--- src/hdl/ncfb_pkg.sv ---
// ----------------------------------------------------------------------------
// ncfb_pkg - shared types and constants of the nfc command frame builder
// Frame byte constants, the command handed from front to back, and the
// output sequencer steps.
// ----------------------------------------------------------------------------
package ncfb_pkg;

    localparam logic [7:0] PREAMBLE_BYTE = 8'h55;
    localparam logic [7:0] START_BYTE    = 8'hFF;
    localparam logic [7:0] TFI_HOST      = 8'hD4;
    localparam logic [7:0] ZERO_BYTE     = 8'h00;
    localparam logic [7:0] MAX_PAYLOAD   = 8'd254;

    // default command queue depth
    localparam int unsigned CMD_DEPTH = 4;

    // one classified payload byte
    typedef struct packed {
        logic       wake;   // emit wakeup preamble first
        logic       hdr;    // first byte of frame, emit header first
        logic       last;   // last byte of frame, emit checksum and postamble
        logic [7:0] data;   // payload byte
        logic [7:0] lenb;   // length byte (payload + 1)
        logic [7:0] dcs;    // data checksum
    } cmd_t;

    // output sequencer steps, in stream order
    typedef enum logic [3:0] {
        ST_WAKE0, ST_WAKE1, ST_WAKE2, ST_WAKE3, ST_WAKE4,
        ST_SOF0,  ST_SOF1,  ST_START, ST_LEN,   ST_LCS,
        ST_TFI,   ST_DATA,  ST_DCS,   ST_POST
    } step_t;

endpackage

--- src/hdl/ncfb_front.sv ---
// ----------------------------------------------------------------------------
// ncfb_front - input classifier
// Tracks frame position and running sum, turns each payload byte into a
// command for the output sequencer.
// ----------------------------------------------------------------------------
module ncfb_front (
    input  logic          aclk,
    input  logic          aresetn,
    input  logic          cfg_valid,
    output logic          cfg_ready,
    input  logic          cfg_data,
    input  logic          in_valid,
    input  logic [7:0]    in_byte,
    input  logic [7:0]    in_len,
    output logic          push,
    input  logic          full,
    output ncfb_pkg::cmd_t cmd
);
    import ncfb_pkg::*;

    logic       send_wakeup_reg, send_wakeup_next;
    logic       in_frame_reg, in_frame_next;
    logic [7:0] bytes_left_reg, bytes_left_next;
    logic [7:0] data_sum_reg, data_sum_next;

    logic [7:0] len_clamped;
    logic [7:0] left;
    logic [7:0] sum;

    assign cfg_ready = 1'b1;
    assign push      = in_valid && !full;

    always_comb begin
        priority if (in_len == ZERO_BYTE) begin
            len_clamped = 8'd1;
        end else if (in_len > MAX_PAYLOAD) begin
            len_clamped = MAX_PAYLOAD;
        end else begin
            len_clamped = in_len;
        end

        if (in_frame_reg) begin
            left = 8'(bytes_left_reg - 8'd1);
            sum  = 8'(data_sum_reg + in_byte);
        end else begin
            left = 8'(len_clamped - 8'd1);
            sum  = 8'(TFI_HOST + in_byte);
        end

        cmd.wake = !in_frame_reg && send_wakeup_reg;
        cmd.hdr  = !in_frame_reg;
        cmd.last = (left == 8'd0);
        cmd.data = in_byte;
        cmd.lenb = 8'(len_clamped + 8'd1);
        cmd.dcs  = 8'(ZERO_BYTE - sum);

        send_wakeup_next = (cfg_valid && cfg_ready) ? cfg_data : send_wakeup_reg;
        in_frame_next    = in_frame_reg;
        bytes_left_next  = bytes_left_reg;
        data_sum_next    = data_sum_reg;
        if (push) begin
            in_frame_next   = !cmd.last;
            bytes_left_next = left;
            data_sum_next   = cmd.last ? ZERO_BYTE : sum;
        end
    end

    always_ff @(posedge aclk) begin
        if (!aresetn) begin
            send_wakeup_reg <= 1'b1;
            in_frame_reg    <= 1'b0;
            bytes_left_reg  <= 8'd0;
            data_sum_reg    <= 8'd0;
        end else begin
            send_wakeup_reg <= send_wakeup_next;
            in_frame_reg    <= in_frame_next;
            bytes_left_reg  <= bytes_left_next;
            data_sum_reg    <= data_sum_next;
        end
    end

    // outside a frame the remaining count is always cleared
    a_idle_clear: assert property (@(posedge aclk) disable iff (!aresetn)
        !in_frame_reg |-> (bytes_left_reg == 8'd0 && data_sum_reg == 8'd0))
        else $error("front: stale count or sum outside frame");

endmodule

--- src/hdl/ncfb_fifo.sv ---
// ----------------------------------------------------------------------------
// ncfb_fifo - command queue
// Small first-in first-out queue between classifier and sequencer.
// ----------------------------------------------------------------------------
module ncfb_fifo #(
    parameter int unsigned DEPTH = ncfb_pkg::CMD_DEPTH
) (
    input  logic           aclk,
    input  logic           aresetn,
    input  logic           push,
    input  ncfb_pkg::cmd_t wr_cmd,
    output logic           full,
    input  logic           pop,
    output ncfb_pkg::cmd_t rd_cmd,
    output logic           not_empty
);
    import ncfb_pkg::*;

    localparam int unsigned PtrW = (DEPTH > 1) ? $clog2(DEPTH) : 1;
    localparam int unsigned CntW = $clog2(DEPTH + 1);
    localparam logic [PtrW-1:0] LastPtr = PtrW'(DEPTH - 1);
    localparam logic [CntW-1:0] FullCnt = CntW'(DEPTH);

    cmd_t            mem [DEPTH];
    logic [PtrW-1:0] wr_ptr_reg, wr_ptr_next;
    logic [PtrW-1:0] rd_ptr_reg, rd_ptr_next;
    logic [CntW-1:0] count_reg, count_next;

    assign full      = (count_reg == FullCnt);
    assign not_empty = (count_reg != '0);
    assign rd_cmd    = mem[rd_ptr_reg];

    always_comb begin
        wr_ptr_next = wr_ptr_reg;
        rd_ptr_next = rd_ptr_reg;
        count_next  = count_reg;
        if (push) begin
            wr_ptr_next = (wr_ptr_reg == LastPtr) ? '0 : PtrW'(wr_ptr_reg + 1'b1);
        end
        if (pop) begin
            rd_ptr_next = (rd_ptr_reg == LastPtr) ? '0 : PtrW'(rd_ptr_reg + 1'b1);
        end
        unique case ({push, pop})
            2'b10:   count_next = CntW'(count_reg + 1'b1);
            2'b01:   count_next = CntW'(count_reg - 1'b1);
            default: count_next = count_reg;
        endcase
    end

    always_ff @(posedge aclk) begin
        if (push) begin
            mem[wr_ptr_reg] <= wr_cmd;
        end
    end

    always_ff @(posedge aclk) begin
        if (!aresetn) begin
            wr_ptr_reg <= '0;
            rd_ptr_reg <= '0;
            count_reg  <= '0;
        end else begin
            wr_ptr_reg <= wr_ptr_next;
            rd_ptr_reg <= rd_ptr_next;
            count_reg  <= count_next;
        end
    end

    a_no_overflow: assert property (@(posedge aclk) disable iff (!aresetn)
        !(push && full))
        else $error("fifo: push while full");

    a_no_underflow: assert property (@(posedge aclk) disable iff (!aresetn)
        pop |-> not_empty)
        else $error("fifo: pop while empty");

endmodule

--- src/hdl/ncfb_back.sv ---
// ----------------------------------------------------------------------------
// ncfb_back - output sequencer
// Expands each command into its frame bytes, one byte per cycle while m_tready
// does not stall the output, into a registered output stage.
// ----------------------------------------------------------------------------
module ncfb_back (
    input  logic           aclk,
    input  logic           aresetn,
    input  ncfb_pkg::cmd_t head,
    input  logic           head_valid,
    output logic           pop,
    output logic           m_tvalid,
    input  logic           m_tready,
    output logic [7:0]     m_tdata,
    output logic           m_tlast
);
    import ncfb_pkg::*;

    step_t      step_reg, step_next;
    logic       busy_reg, busy_next;
    logic       m_tvalid_reg, m_tvalid_next;
    logic [7:0] m_tdata_reg, m_tdata_next;
    logic       m_tlast_reg, m_tlast_next;

    step_t      cur_step;
    logic       load;
    logic       final_step;
    logic [7:0] byte_val;

    always_comb begin
        if (busy_reg) begin
            cur_step = step_reg;
        end else if (head.wake) begin
            cur_step = ST_WAKE0;
        end else if (head.hdr) begin
            cur_step = ST_SOF0;
        end else begin
            cur_step = ST_DATA;
        end

        load       = head_valid && (!m_tvalid_reg || m_tready);
        final_step = (cur_step == ST_POST) || (cur_step == ST_DATA && !head.last);
        pop        = load && final_step;

        unique case (cur_step)
            ST_WAKE0, ST_WAKE1: byte_val = PREAMBLE_BYTE;
            ST_START:           byte_val = START_BYTE;
            ST_LEN:             byte_val = head.lenb;
            ST_LCS:             byte_val = 8'(ZERO_BYTE - head.lenb);
            ST_TFI:             byte_val = TFI_HOST;
            ST_DATA:            byte_val = head.data;
            ST_DCS:             byte_val = head.dcs;
            default:            byte_val = ZERO_BYTE;
        endcase

        step_next     = step_reg;
        busy_next     = busy_reg;
        m_tvalid_next = m_tvalid_reg;
        m_tdata_next  = m_tdata_reg;
        m_tlast_next  = m_tlast_reg;
        if (m_tready) begin
            m_tvalid_next = 1'b0;
        end
        if (load) begin
            m_tvalid_next = 1'b1;
            m_tdata_next  = byte_val;
            m_tlast_next  = (cur_step == ST_POST);
            busy_next     = !final_step;
            step_next     = step_t'(4'(cur_step + 4'd1));
        end
    end

    always_ff @(posedge aclk) begin
        if (!aresetn) begin
            step_reg     <= ST_WAKE0;
            busy_reg     <= 1'b0;
            m_tvalid_reg <= 1'b0;
        end else begin
            step_reg     <= step_next;
            busy_reg     <= busy_next;
            m_tvalid_reg <= m_tvalid_next;
        end
    end

    always_ff @(posedge aclk) begin
        m_tdata_reg <= m_tdata_next;
        m_tlast_reg <= m_tlast_next;
    end

    assign m_tvalid = m_tvalid_reg;
    assign m_tdata  = m_tdata_reg;
    assign m_tlast  = m_tlast_reg;

    // the postamble byte is the one and only frame-end beat
    a_post_last: assert property (@(posedge aclk) disable iff (!aresetn)
        load |=> (m_tlast == ($past(cur_step) == ST_POST)))
        else $error("back: frame end flag does not match postamble step");

endmodule

--- src/hdl/nfc_command_frame_builder_top.sv ---
// ----------------------------------------------------------------------------
// nfc_command_frame_builder_top - host-to-controller command frame builder
// Wraps payload bytes into information frames for an nfc controller link.
// ----------------------------------------------------------------------------
// Payload bytes enter on the s_ stream, one per beat; the payload length is
// taken from the first beat of each frame only (0 counts as 1, 255 as 254).
// The m_ stream carries the framed bytes: optional wakeup preamble
// 55 55 00 00 00 (cfg_data = 1, the reset value, sampled at frame start),
// header 00 00 ff, length, length checksum, d4, the payload, data checksum
// and a 00 postamble flagged with m_tlast. A front stage classifies every
// beat and pushes one command into a queue of FIFO_DEPTH entries; a back
// sequencer expands each command into 1 to 14 output beats at one beat per
// cycle while m_tready does not stall it, through a registered output stage.
// The input takes one beat per cycle while the queue has room, so a frame of
// n payload bytes becomes n + 8 output beats (n + 13 with the preamble),
// which is what sets the sustained input rate. cfg writes are always accepted
// and should be made between frames.
// ----------------------------------------------------------------------------
module nfc_command_frame_builder_top #(
    parameter int unsigned FIFO_DEPTH = ncfb_pkg::CMD_DEPTH
) (
    input  logic        aclk,
    input  logic        aresetn,
    // configuration: send_wakeup
    input  logic        cfg_valid,
    output logic        cfg_ready,
    input  logic        cfg_data,
    // payload input
    input  logic        s_tvalid,
    output logic        s_tready,
    input  logic [15:0] s_tdata,   // [7:0] data_byte, [15:8] payload_len
    // framed output
    output logic        m_tvalid,
    input  logic        m_tready,
    output logic [7:0]  m_tdata,   // [7:0] out_byte
    output logic        m_tlast    // frame_end
);
    import ncfb_pkg::*;

    cmd_t front_cmd;
    cmd_t head_cmd;
    logic push;
    logic full;
    logic pop;
    logic head_valid;

    // queue room is the only thing that stalls the input
    assign s_tready = !full;

    ncfb_front u_front (
        .aclk      (aclk),
        .aresetn   (aresetn),
        .cfg_valid (cfg_valid),
        .cfg_ready (cfg_ready),
        .cfg_data  (cfg_data),
        .in_valid  (s_tvalid),
        .in_byte   (s_tdata[7:0]),
        .in_len    (s_tdata[15:8]),
        .push      (push),
        .full      (full),
        .cmd       (front_cmd)
    );

    ncfb_fifo #(
        .DEPTH (FIFO_DEPTH)
    ) u_fifo (
        .aclk      (aclk),
        .aresetn   (aresetn),
        .push      (push),
        .wr_cmd    (front_cmd),
        .full      (full),
        .pop       (pop),
        .rd_cmd    (head_cmd),
        .not_empty (head_valid)
    );

    ncfb_back u_back (
        .aclk       (aclk),
        .aresetn    (aresetn),
        .head       (head_cmd),
        .head_valid (head_valid),
        .pop        (pop),
        .m_tvalid   (m_tvalid),
        .m_tready   (m_tready),
        .m_tdata    (m_tdata),
        .m_tlast    (m_tlast)
    );

endmodule
--- config.mk ---
export PLATFORM = sky130hd
export DESIGN_NAME = nfc_command_frame_builder_top
export DESIGN_NICKNAME = d
export VERILOG_FILES = /design/src/hdl/ncfb_pkg.sv /design/src/hdl/ncfb_front.sv /design/src/hdl/ncfb_fifo.sv /design/src/hdl/ncfb_back.sv /design/src/hdl/nfc_command_frame_builder_top.sv
export SDC_FILE = /design/constraint.sdc
export NUM_CORES = 1
export LEC_CHECK = 0
export BUFFER_PORTS_ARGS = -buffer_cell sky130_fd_sc_hd__buf_2
export CAP_MARGIN = 20
export CORE_MARGIN = 1
export CORE_UTILIZATION = 50
export DETAILED_ROUTE_END_ITERATION = 12
export PLACE_DENSITY_LB_ADDON = 0.2
export SLEW_MARGIN = 20
export SYNTH_ARGS = -nofsm -noshare
export SYNTH_HDL_FRONTEND = slang
export SYNTH_HIERARCHICAL = 1
export SYNTH_SLANG_ARGS = --single-unit
--- constraint.sdc ---
create_clock -name aclk -period 6.9 [get_ports aclk]
set_clock_uncertainty 0.15 [all_clocks]
set_input_delay 0.69 -clock aclk [delete_from_list [all_inputs] [get_ports aclk]]
set_output_delay 0.69 -clock aclk [all_outputs]
set_load 0.01 [all_outputs]
==> run summary, run 1 <==
The internal reg-to-reg setup slack was 2.23 ns; the CTS clock-pin slew for the worst setup and hold paths was 0.05 ns. For the pin with the worst max-slew slack, the measured transition is 0.7755 ns. Wires add up to 14950 um.

The path with the worst hold slack has its endpoint at u_front/data_sum_reg[6]. Setup repair after global routing left no endpoint under its margin. The I/O pin total was 34; the post-layout net count was 630. The count of final hold-check violations is 0. The library cell used most frequently in the layout, excluding fill and tap cells, is edfxtp_1. The worst setup path is captured at a flop. Fill cells in the final layout number 1150. The number of antenna violations at the first check in global routing was 0; the number of nets with antenna violations after routing was 0.

The number of port buffers was 32; the iteration-0 DRC count of the detailed router was 371. Registers take 4175 um2. The number of DRC violations after detailed routing came out at 0. The endpoint of the worst register-to-register path was u_fifo/count_reg[2]. The placer's final routability congestion estimate was 0.8827; the average routed wire per standard cell was 19.17 um. Buffers added to address setup during post-CTS repair amount to 0. The post-cts resize count came out at 0. In the layout the commonest cells are 117 x edfxtp_1, 43 x nand2_1, 32 x buf_2, 32 x dfxtp_1, 29 x nor2_1. In this run, synthesis produced a sequential element count of 150. The final setup violation count was 0; the number of global-route vias before repair was 4625. The final critical path time including I/O delays and setup was 4.674 ns; the share of flip-flops with an asynchronous set or reset after synthesis was 0%.

The longest clock path from root to sink contains 2 buffers. The critical hold path startpoint is u_front/data_sum_reg[6]. For this run, the leading register cell type out of synthesis is edfxtp_1.

Once the floorplan was initialized, standard cells occupied 51.19% of the core. For this run the aggregate overflow at the end of global routing stands at 0. The tools report the critical path startpoint category as a flop. The worst pin sits at a relative slew slack of 46.96%. The die is 123.8 um tall.

The number of instances in the synthesized netlist is 557, and the clock insertion delay at the later pin of the skew report is 0.41 ns. The worst path uses 67.74% of the clock period. The floorplan step defined a die boundary enclosing 15320 um2.

The tools report the max-slew violation count as 0. Register with the most flip-flops: u_fifo/mem. The first detailed-routing pass took 5 iterations. Counting flops with a built-in enable in the synthesized netlist gives 117. TritonCTS built the clock tree.

The type of the setup path with the least slack is flop to flop. For the count of H-tree levels built during CTS, the log shows 4. The detailed-route vias per instance is 5.947. The flow ran to the end, and the final reports show no timing, DRC or antenna violations.

The synthesis warning total is 6. The cell area that synthesis handed to floorplanning was 7412 um2. Adding up every negative setup slack in the final design gives 0 ns. Averaged over all synthesized cells, the footprint is 13.31 um2. In this design, the stage delay of the slowest critical-path cell is 0.62 ns. For this design the ratio of total power to cell area is 276.2 nW/um2. For the worst flop-to-flop path, the logic depth is 14. The tools report the cell chosen for the clock root as clkbuf_16. Derived from the worst setup path, the maximum achievable clock frequency is 0.2140 GHz. The worst-case hold slack was 0.3088 ns.

The core region is 14480 um2. The detailed-route via count was 4639; the number of flip-flops under the largest register name was 108. For the detailed placement HPWL, the log shows 10050 um. Traced cell by cell, the critical path runs through buf_4 > mux4_2 > or3_1 > nand2_1 > ha_1 > nand2b_1 > o21ai_0 > and3_1 > ha_1 > inv_1 > fa_1 > xor2_1 > or3_1 > a21boi_0. The fraction of final layout cells sized beyond drive strength 1 is 17.28%, and the first-pass GRT wire length is 24160 um. The logs give 21.45% for the all-layer global routing usage and 150 for the clock net sink count.

In this run, CTS created clock tree buffers numbering 17. The run gives 2.916 nW as the leakage dissipation. Data arrives at the worst endpoint at 4.86 ns. Hold repair after CTS inserted 0 buffers.

Summing all multi-input logic gate instances after layout gives 2932 um2. The pin count of the biggest net entering global routing is 31. The path type of the worst min-delay path is flop to flop. When the netlist entered floorplanning its net count stood at 604. In this run the horizontal extent of the chip is 123.8 um. 0 antenna diodes ended up in the layout. Cells fill 56.56% of the core in the end.

The maximum vdd ir drop was 0.1765 mV. The tool flagged a number of max-cap violations equal to 0. In this run, distinct cell masters in the synthesized netlist total 78. Compared with the post-synthesis result, the final layout area differs by 10.48%. Sequential fraction of the synthesis area: 56.31%. Counting instances, the worst hold path has a depth of 2.

Maximum fanout along the worst path: 20. For the worst setup path, the data required time is 7.09 ns. The number of placement rows is 44. Slowest cell on the critical path: mux4_2.
## per-layer routing
layer / global-route usage (%) / vias to the layer above / part of all wire [%]
met3: 4.670 / 20 / 4.8
met1: 28.48 / 2321 / 46
met5: 0 / - / 0
li1: - / 2165 / -
met4: 8.133 / 0 / 1.3
met2: 34.48 / 133 / 48
## cells by family after synthesis
logic type | share of synthesized area, %
adder cells (fa/ha/maj) | 4.423
XOR/XNOR | 3.899
AND/OR/NAND/NOR | 10.84
multiplexers | 10.20
flip-flops | 56.31
AO/OA/AOI/OAI | 10.15
buffers and inverters | 4.136
other | 0.05059
## synthesized netlist by cell type, types with 10 or more instances
master	number	area share [%]
clkbuf_1	11	0.56
ha_1	23	3.9
a21oi_1	18	1.2
xor2_1	15	1.8
dfxtp_1	33	8.9
mux2i_1	11	1.5
nor2_1	29	1.5
edfxtp_1	117	47
o21ai_0	19	1.3
inv_1	22	1.1
xnor2_1	18	2.1
mux4_2	20	6.1
buf_4	10	1.0
nand3_1	14	0.95
nand2_1	43	2.2
## stage by stage
step                      std cells  cell area [um2]  setup WS (ns)  power, mW
after floorplan                 557             7412          2.919      1.327
after global placement          748             7640          2.396      1.404
after detailed placement        748             7640          2.226      1.420
after CTS                       780             8189          2.189      2.277
after global routing            780             8189          1.862      2.357
final                           780             8189          2.226      2.262
## power by group
part	switching, mW	total (mW)	internal, mW
registers	0.0257	1.08	1.05
logic	0.200	0.326	0.126
clock network	0.332	0.858	0.526
total	0.558	2.26	1.70
## worst max-delay path, delay by kind of cell (launching register included)
kind,cells,cell delay (ns)
XOR/XNOR,1,0.19
AO/OA/AOI/OAI,2,0.41
buffers and inverters,2,0.47
adder cells (fa/ha/maj),3,1.03
flip-flops,1,0.48
multiplexers,1,0.62
AND/OR/NAND/NOR,5,1.26
## how the worst max path moves through the flow
stage	startpoint	end	slack (ns)
3_5_place_dp	flop	u_fifo/count_reg[2]	2.23
6_report	flop	u_fifo/count_reg[2]	2.23
3_3_place_gp	flop	u_fifo/count_reg[2]	2.40
2_1_floorplan	flop	u_fifo/count_reg[2]	2.92
5_1_grt	flop	u_fifo/count_reg[2]	1.86
4_1_cts	flop	u_fifo/count_reg[2]	2.19
## layout make-up
cell class	instances	share of cell area (%)
inverter	22	1.008
clock buffer	21	5.378
tap	184	2.811
timing repair buffer	40	2.689
clock inverter	11	1.329
multi-input combinational	352	35.80
sequential	150	50.99
Power figures use the tool's default switching activity.
==> inputs of run 2 (changes only) <==
--- a/config.mk
+++ b/config.mk
@@ -5,6 +5,7 @@
 export SDC_FILE = /design/constraint.sdc
 export NUM_CORES = 1
 export LEC_CHECK = 0
+export ABC_AREA = 1
 export BUFFER_PORTS_ARGS = -buffer_cell sky130_fd_sc_hd__buf_2
 export CAP_MARGIN = 20
 export CORE_MARGIN = 1
==> constraint.sdc (replaced) <==
create_clock -name aclk -period 4.9 [get_ports aclk]
set_clock_uncertainty 0.15 [all_clocks]
set_input_delay 0.49 -clock aclk [delete_from_list [all_inputs] [get_ports aclk]]
set_output_delay 0.49 -clock aclk [all_outputs]
set_load 0.01 [all_outputs]
==> run summary, run 2 <==
The run finished, with violations left. The final reports fail on design-rule violations. The number of antenna repair diodes was 0 (unchanged).

The post-place instance area is 7685 um2 (+0.59%). The number of flops mapped to enable cells by yosys is 117 (unchanged). The y dimension of the die was 124.8 um (+0.83%). For the pin count of the biggest net entering global routing, the log shows 55 (+77%).

In the layout the commonest cells are 123 x nand2_1, 117 x edfxtp_1, 111 x nor2_1. Share of flip-flops with an asynchronous set or reset after synthesis: 0% (unchanged). The logs give 150 (unchanged) for the clock net sink count and 55.38% (-0.93 points) for the sequential fraction of the synthesis area.

The areal power density over the cells is 389.9 nW/um2 (+41%), and the all-layer global routing usage is 22.25% (+0.80 points). After synthesis, the cell types taking the most area are edfxtp_1 47%, dfxtp_1 8.8%, nand2_1 6.1%, nor2_1 5.5%, inv_1 4.6%. The run gives 5329 (+15%) as the number of global-route vias before repair. Number of filler cells placed in the layout: 1288 (+12%). The run gives 0.8786 (-0.46%) as the placer's final routability congestion estimate. TritonCTS built the clock tree. Die extent in x: 124.8 um (+0.83%). The share of the synthesized area in the top cell type was 46.61% (-0.79 points).

Number of instances in the synthesized netlist: 796 (+43%). u_fifo/mem holds more flip-flops than any other register. The tools report the signal arrival time at the worst endpoint as 4.02 ns (-0.84 ns). Cell chosen for the clock root: clkbuf_16. Reported net switching power: 813.9 uW (+46%). The transition time at the pin with the least slew margin was 0.6908 ns (-0.08476 ns); the max-slew violation count was 0 (unchanged). Detailed-route via count: 5438 (+17%). The run gives 0 (unchanged) as the number of hold buffers added after cts. The switching share of power came out at 25.30% (+0.63 points). The final cycle utilization of the critical path was 78.57% (+11 points).

The critical path in this run is classified as flop to flop. The critical path startpoint category is a flop. The clock insertion delay at the later pin of the skew report is 0.42 ns (about the same). The worst setup path is captured at a flop.

The tools report the relative contribution of the clock network to total power as 39.2% (+1.3 points). The count of H-tree levels built during CTS is 4 (unchanged), and the path depth of the worst reg2reg path is 18 (+4). Maximum fanout along the worst path: 27 (+35%). The worst path buffer plus inverter count is 5 (+3).

The logs give 0 (unchanged) for the number of nets with antenna violations after routing and 0 (unchanged) for the overall overflow remaining after global route. For the count of final hold-check violations, the log shows 0 (unchanged). The sequential share of power came out at 47.3% (-0.4 points). On the critical path the largest part of the delay comes from compound AO/OA/AOI/OAI gates. The tools report the synthesized area as 7537 um2 (+1.7%).

The logs give 2.403 mW (+41%) for the internal power consumption and 6 (+6) for the number of DRC violations after detailed routing. The fraction of final layout cells sized beyond drive strength 1 is 11.08% (-6.2 points). The tools report the number of placement rows as 44 (unchanged). Walking the worst path, the cells encountered are clkinv_4 > o21ai_1 > o22ai_1 > o21ai_1 > o21ai_0 > inv_1 > ha_1 > nand4_1 > a21oi_1 > ha_1 > inv_1 > fa_1 > inv_1 > nand2_1 > nand3_1 > nand2_1 > inv_1 > nor2_1.

The maximum vdd ir drop was 0.2446 mV (+39%). The path type of the worst min-delay path is input pin to flop. Leaving out fill and tap cells, the most frequent cell in the layout is nand2_1. The detailed placement HPWL is 11210 um (+12%), and the headroom to the max-slew limit is 53.88% (+6.9 points). For the required time of the worst setup path, the log shows 5.07 ns (-2.02 ns). The logs give 3.469 nW (+19%) for the leakage dissipation and 6 (unchanged) for the synthesis warning total. The worst hold path terminates at u_front/send_wakeup_reg.

Starting density of the core: 51.47% (+0.28 points). The final setup violation count is 0 (unchanged), and the number of buffers between clock root and the deepest sink is 2 (unchanged). Counting stages on the worst path, the most repeated cell is inv_1. The total CTS buffers is 17 (unchanged). Critical hold path startpoint: cfg_valid. The length of the first detailed-routing pass in iterations is 9 (+4).

First-pass GRT wire length: 26720 um (+11%). In this run the critical register-to-register path is captured at u_fifo/count_reg[2]. Ranked by instance count, the synthesized netlist is headed by 123 x nand2_1, 117 x edfxtp_1, 111 x nor2_1.

The number of flip-flops under the largest register name works out to 108 (unchanged). The logs give 34 (unchanged) for the I/O pin total and 0.2598 GHz (+21%) for the highest achievable clock rate. The CTS clock-pin slew for the worst setup and hold paths is 0.06 ns (about the same), and the final wirelength is 16270 um (+8.8%). The register bit count reported by yosys was 150 (unchanged); the post-layout net count was 866 (+37%). In the post-synthesis netlist, the cell with the most instances is nand2_1. The logs give 0 (unchanged) for the count of maximum capacitance violations and 40 (-49%) for the count of unique library cells instantiated by Yosys. The final setup TNS was 0 ns (unchanged); the delay contributed by the slowest stage of the critical path was 0.66 ns (+0.04 ns). The number of nets in the synthesized netlist is 843 (+40%).

The internal reg-to-reg setup slack is 1.05 ns (-1.18 ns), and the number of cells on the worst hold path is 2 (unchanged). The area of the core was 14640 um2 (+1.1%). The average cell area after synthesis came out at 9.469 um2 (-29%). The tools report the post-cts resize count as 0 (unchanged). For the final design area excluding fillers, the log shows 8250 um2 (+0.75%). Post-CTS repair timing setup buffer count: 0 (unchanged).

The die outline area is 15570 um2 (+1.7%), and the multi-input gate area in the final layout is 2699 um2 (-7.9%). Setup repair after global routing left no endpoint under its margin. The detailed-route vias per instance works out to 5.363 (-9.8%). For the number of antenna violations at the first check in global routing, the log shows 0 (unchanged).

Relative to the synthesized area, the layout overhead comes to 9.462%. The area used by sequential logic in the layout came out at 4174 um2 (about the same). The iteration-0 DRC count of the detailed router was 429 (+16%); the relative contribution of combinational cells to total power was 13.5% (-0.9 points).

Biggest area consumer among synthesized cells: edfxtp_1. Final critical path time including I/O delays and setup: 3.850 ns (-0.8240 ns). The number of port buffers was 32 (unchanged). The predominant post-synthesis flop cell was edfxtp_1.

The slowest cell on the critical path is dfxtp_1. The average routed wire per standard cell works out to 16.04 um (-16%).
## run 2: cells by family after synthesis
kind of cell | synth area share, %
other cells | 0.04975
simple gates | 17.18
compound gates | 11.90
xor+xnor | 2.324
fa+ha+maj | 4.349
buf+inv | 8.815
flops | 55.38
## run 2: final cells by class
cell class                      count  share of cell area, %
Sequential cell                   150                  50.59
Tap cell                          184                  2.790
Clock buffer                       17                  5.156
Multi-Input combinational cell    515                  32.71
Clock inverter                     13                  1.699
Timing Repair Buffer               38                  2.487
Inverter                           97                  4.565
## run 2: worst max path at each step
stage / cells past startpoint / start / endpoint
floorplan: 21 / flop / u_fifo/count_reg[2]
global placement: 18 / flop / u_fifo/count_reg[2]
detailed placement: 18 / flop / u_fifo/count_reg[2]
CTS: 18 / flop / u_fifo/count_reg[2]
global route: 18 / flop / u_fifo/count_reg[2]
finish: 18 / flop / u_fifo/count_reg[2]
## run 2: layer usage
layer,part of all wire [%],routed length [um],track usage (%),up-vias
li1,-,-,-,2730
met1,46,7476,29.08,2560
met2,48,7842,37.01,126
met3,4.2,685,4.682,22
met4,1.6,263,7.044,0
met5,0,0,0,-
## run 2: power groups by stage
stage               combinational [mW]  clock [mW]  sequential [mW]
floorplan                        0.314           0             1.54
global placement                 0.423           0             1.55
detailed placement               0.434           0             1.55
CTS                              0.436        1.29             1.52
global route                     0.490        1.33             1.53
finish                           0.435        1.26             1.52
## run 2: worst reg2reg max path: cells and delay by family, from the launching register on
kind,cells,cell delay [ns]
flip-flops,1,0.66
buffers and inverters,5,0.64
adder cells (fa/ha/maj),3,0.86
AO/OA/AOI/OAI,5,1.01
AND/OR/NAND/NOR,5,0.42
## run 2: through the flow
step	power, mW	util [%]	std cells	hold slack, ns	setup WS, ns
finish	3.217	56.34	1014	0.1111	1.050
CTS	3.243	56.34	1014	0.09394	1.059
floorplan	1.857	-	796	0.2970	1.794
global placement	1.969	52.48	984	0.3097	1.311
detailed placement	1.981	52.48	984	0.3143	1.074
global route	3.352	56.34	1014	0.1243	0.7339
==> inputs of run 3 (changes only) <==
--- a/config.mk
+++ b/config.mk
@@ -5,7 +5,7 @@
 export SDC_FILE = /design/constraint.sdc
 export NUM_CORES = 1
 export LEC_CHECK = 0
-export ABC_AREA = 1
+export ABC_AREA = 0
 export BUFFER_PORTS_ARGS = -buffer_cell sky130_fd_sc_hd__buf_2
 export CAP_MARGIN = 20
 export CORE_MARGIN = 1
==> constraint.sdc (replaced) <==
create_clock -name aclk -period 3.3 [get_ports aclk]
set_clock_uncertainty 0.15 [all_clocks]
set_input_delay 0.33 -clock aclk [delete_from_list [all_inputs] [get_ports aclk]]
set_output_delay 0.33 -clock aclk [all_outputs]
set_load 0.01 [all_outputs]
==> run summary, run 3 (synthesis results as in run 1) <==
For the number of global-route vias before repair, the log shows 4728 (-11%). Y dimension of the die: 123.8 um (-0.82%). The register with the most flip-flops was u_fifo/mem. The CTS clock-pin slew for the worst setup and hold paths works out to 0.06 ns (about the same).

The tools report the number of buffers between clock root and the deepest sink as 2 (unchanged). Routed signal wires occupy layers up through met4. The tools report the internal reg-to-reg setup slack as 0.005 ns (-1.05 ns).

The tools report the sequential share of power as 44.7% (-2.6 points). The tools report the detailed-route via count as 4721 (-13%). Wire length on met2: 7720 um (-1.6%).

The area used by sequential logic in the layout came out at 4178 um2 (about the same). The startpoint identified for the worst hold timing path is s_tdata[0]. The logs give 0.9045 (+2.9%) for the placer's final routability congestion estimate and 15320 um2 (-1.6%) for the die outline area. The starting density of the core was 51.19% (-0.28 points). The path depth of the worst reg2reg path was 13 (-5). Setup repair after global routing could not meet its margin everywhere.

The signal arrival time at the worst endpoint is 3.49 ns (-0.53 ns). The detailed route wirelength on metal3 was 514 um (-25%); the switching share of power was 23.80% (-1.5 points). Die extent in x: 123.8 um (-0.82%). In the layout the commonest cells are 117 x edfxtp_1, 42 x nand2_1, 37 x buf_4. Relative to the synthesized area, the layout overhead comes to 15.68%.

The final critical path time including I/O delays and setup came out at 3.295 ns (-0.5549 ns). The transition time at the pin with the least slew margin is 0.7957 ns (+0.1049 ns). Clock net sink count: 150 (unchanged). The logs give 24560 um (-8.1%) for the first-pass GRT wire length and 10610 um (-5.4%) for the detailed placement HPWL.

The multi-input gate area in the final layout is 3008 um2 (+11%), and the clock insertion delay at the later pin of the skew report is 0.42 ns (about the same). The reported net switching power is 1.201 mW (+48%). The worst setup slack before clock tree synthesis is -0.03781 ns (-1.112 ns). The number of nets with antenna violations after routing is 0 (unchanged), and the internal power consumption is 3.844 mW (+60%). The final setup TNS was 0 ns (unchanged).

Number of filler cells placed in the layout: 1170 (-9.2%). The final cell count without fillers was 810 (-20%); the final wirelength was 15560 um (-4.4%). CTS placed an instance of clkbuf_16 at the clock tree root. Path type of the worst min-delay path: input pin to flop. For the count of maximum capacitance violations, the log shows 0 (unchanged). The run gives 3.106 nW (-10%) as the leakage dissipation. The setup slack of the critical path after layout was 0.005078 ns (-1.045 ns). The headroom to the max-slew limit was 45.58% (-8.3 points).

The iteration-0 DRC count of the detailed router was 341 (-21%); the final setup violation count was 0 (unchanged). The areal power density over the cells was 588.3 nW/um2 (+51%); the length of the first detailed-routing pass in iterations was 5 (-4). The average routed wire per standard cell was 19.20 um (+20%); the final cycle utilization of the critical path was 99.85% (+21 points).

For the highest achievable clock rate, the log shows 0.3035 GHz (+17%). The count of final hold-check violations is 0 (unchanged). The post-route met1 wirelength was 7068 um (-5.5%).

The number of antenna violations at the first check in global routing is 0 (unchanged). The critical path is of the flop to flop type. Relative contribution of the clock network to total power: 40.4% (+1.2 points). TritonCTS built the clock tree. The library cell used most frequently in the layout, excluding fill and tap cells, is edfxtp_1. The overall overflow remaining after global route came out at 0 (unchanged).

The required time of the worst setup path came out at 3.50 ns (-1.57 ns). For the total CTS buffers, the log shows 17 (unchanged). The number of port buffers was 32 (unchanged). The number of DRC violations after detailed routing is 0 (-6). The flow ran to the end, and the final reports show no timing, DRC or antenna violations. The tools report the I/O pin total as 34 (unchanged). The maximum fanout along the worst path was 3 (-89%).

The number of antenna repair diodes is 0 (unchanged). The run gives 14480 um2 (-1.1%) as the area of the core. The fraction of final layout cells sized beyond drive strength 1 works out to 23.00% (+12 points).

The logs give 0 (unchanged) for the max-slew violation count and 0.3913 mV (+60%) for the maximum vdd ir drop. STA classifies the critical path endpoint as a flop. The number of cells on the worst hold path was 1 (-1); the number of placement rows was 44 (unchanged).

Total design power: 5.045 mW (+57%). The total placed cells including tap cells is 772 (-22%). The count of H-tree levels built during CTS was 4 (unchanged). The all-layer global routing usage was 21.91% (-0.34 points); the relative contribution of combinational cells to total power was 14.9% (+1.4 points). The critical path startpoint category was a flop. The run gives 661 (-24%) as the post-layout net count. The tools report the pin count of the biggest net entering global routing as 28 (-49%). The detailed-route vias per instance is 5.828 (+8.7%). Number of flip-flops under the largest register name: 108 (unchanged).
==> run 3: per-stage QoR <==
| stage | utilization (%) | cell area (um2) | hold slack (ns) |
|---|---|---|---|
| after global routing | 59.22 | 8574 | 0.02445 |
| final | 59.22 | 8574 | 0.02745 |
| after global placement | 54.45 | 7884 | 0.2915 |
| after floorplan | - | 7487 | 0.2419 |
| after CTS | 59.04 | 8548 | 0.008090 |
| after detailed placement | 54.45 | 7884 | 0.3011 |
==> run 3: final cells by class <==
| class | instances | area share (%) |
|---|---|---|
| clock buffer | 20 | 5.093 |
| clock inverter | 11 | 2.116 |
| inverter | 22 | 0.9631 |
| multi-input combinational | 352 | 35.08 |
| sequential | 150 | 48.72 |
| tap | 184 | 2.685 |
| timing repair buffer | 71 | 5.341 |
==> run 3: power by group through the flow <==
| stage | clock [mW] | sequential (mW) | combinational (mW) |
|---|---|---|---|
| finish | 2.04 | 2.25 | 0.754 |
| global route | 2.14 | 2.27 | 0.832 |
| CTS | 2.06 | 2.26 | 0.743 |
| detailed placement | 0 | 2.29 | 0.730 |
| global placement | 0 | 2.29 | 0.707 |
| floorplan | 0 | 2.29 | 0.502 |
==> run 3: path summary, 6_finish.rpt <==
check                                            endpoint
worst min-delay path                    u_fifo/mem[3][16]
worst max-delay path                  u_fifo/count_reg[2]
worst min register to register  u_front/bytes_left_reg[5]
worst max register to register        u_fifo/count_reg[2]
==> run 3: repair_timing <==
item | CTS | global route
buffers inserted | 3 | 2
hold buffers | 2 | 0
endpoints found under the hold margin | 1 | 0
pin swaps | 4 | 1
setup endpoints to repair | 1 | 2
resized for setup | 1 | 2
==> run 3: worst max-delay path, stage by stage (launching register included) <==
cell and delay [ns]:
dfxtp_4 0.36, mux4_2 0.52, or3_4 0.42, nand2_4 0.10
ha_4 0.13, nand2b_1 0.06, o21ai_2 0.15, and3_4 0.22
ha_4 0.14, inv_2 0.04, fa_2 0.35, xor2_1 0.16
or3_1 0.31, a21boi_1 0.12
==> run 3: routing by layer <==
| layer | up-vias | global-route usage, % |
|---|---|---|
| li1 | 2231 | - |
| met1 | 2378 | 29.12 |
| met2 | 92 | 35.94 |
| met3 | 20 | 3.663 |
| met4 | 0 | 8.584 |
| met5 | - | 0 |
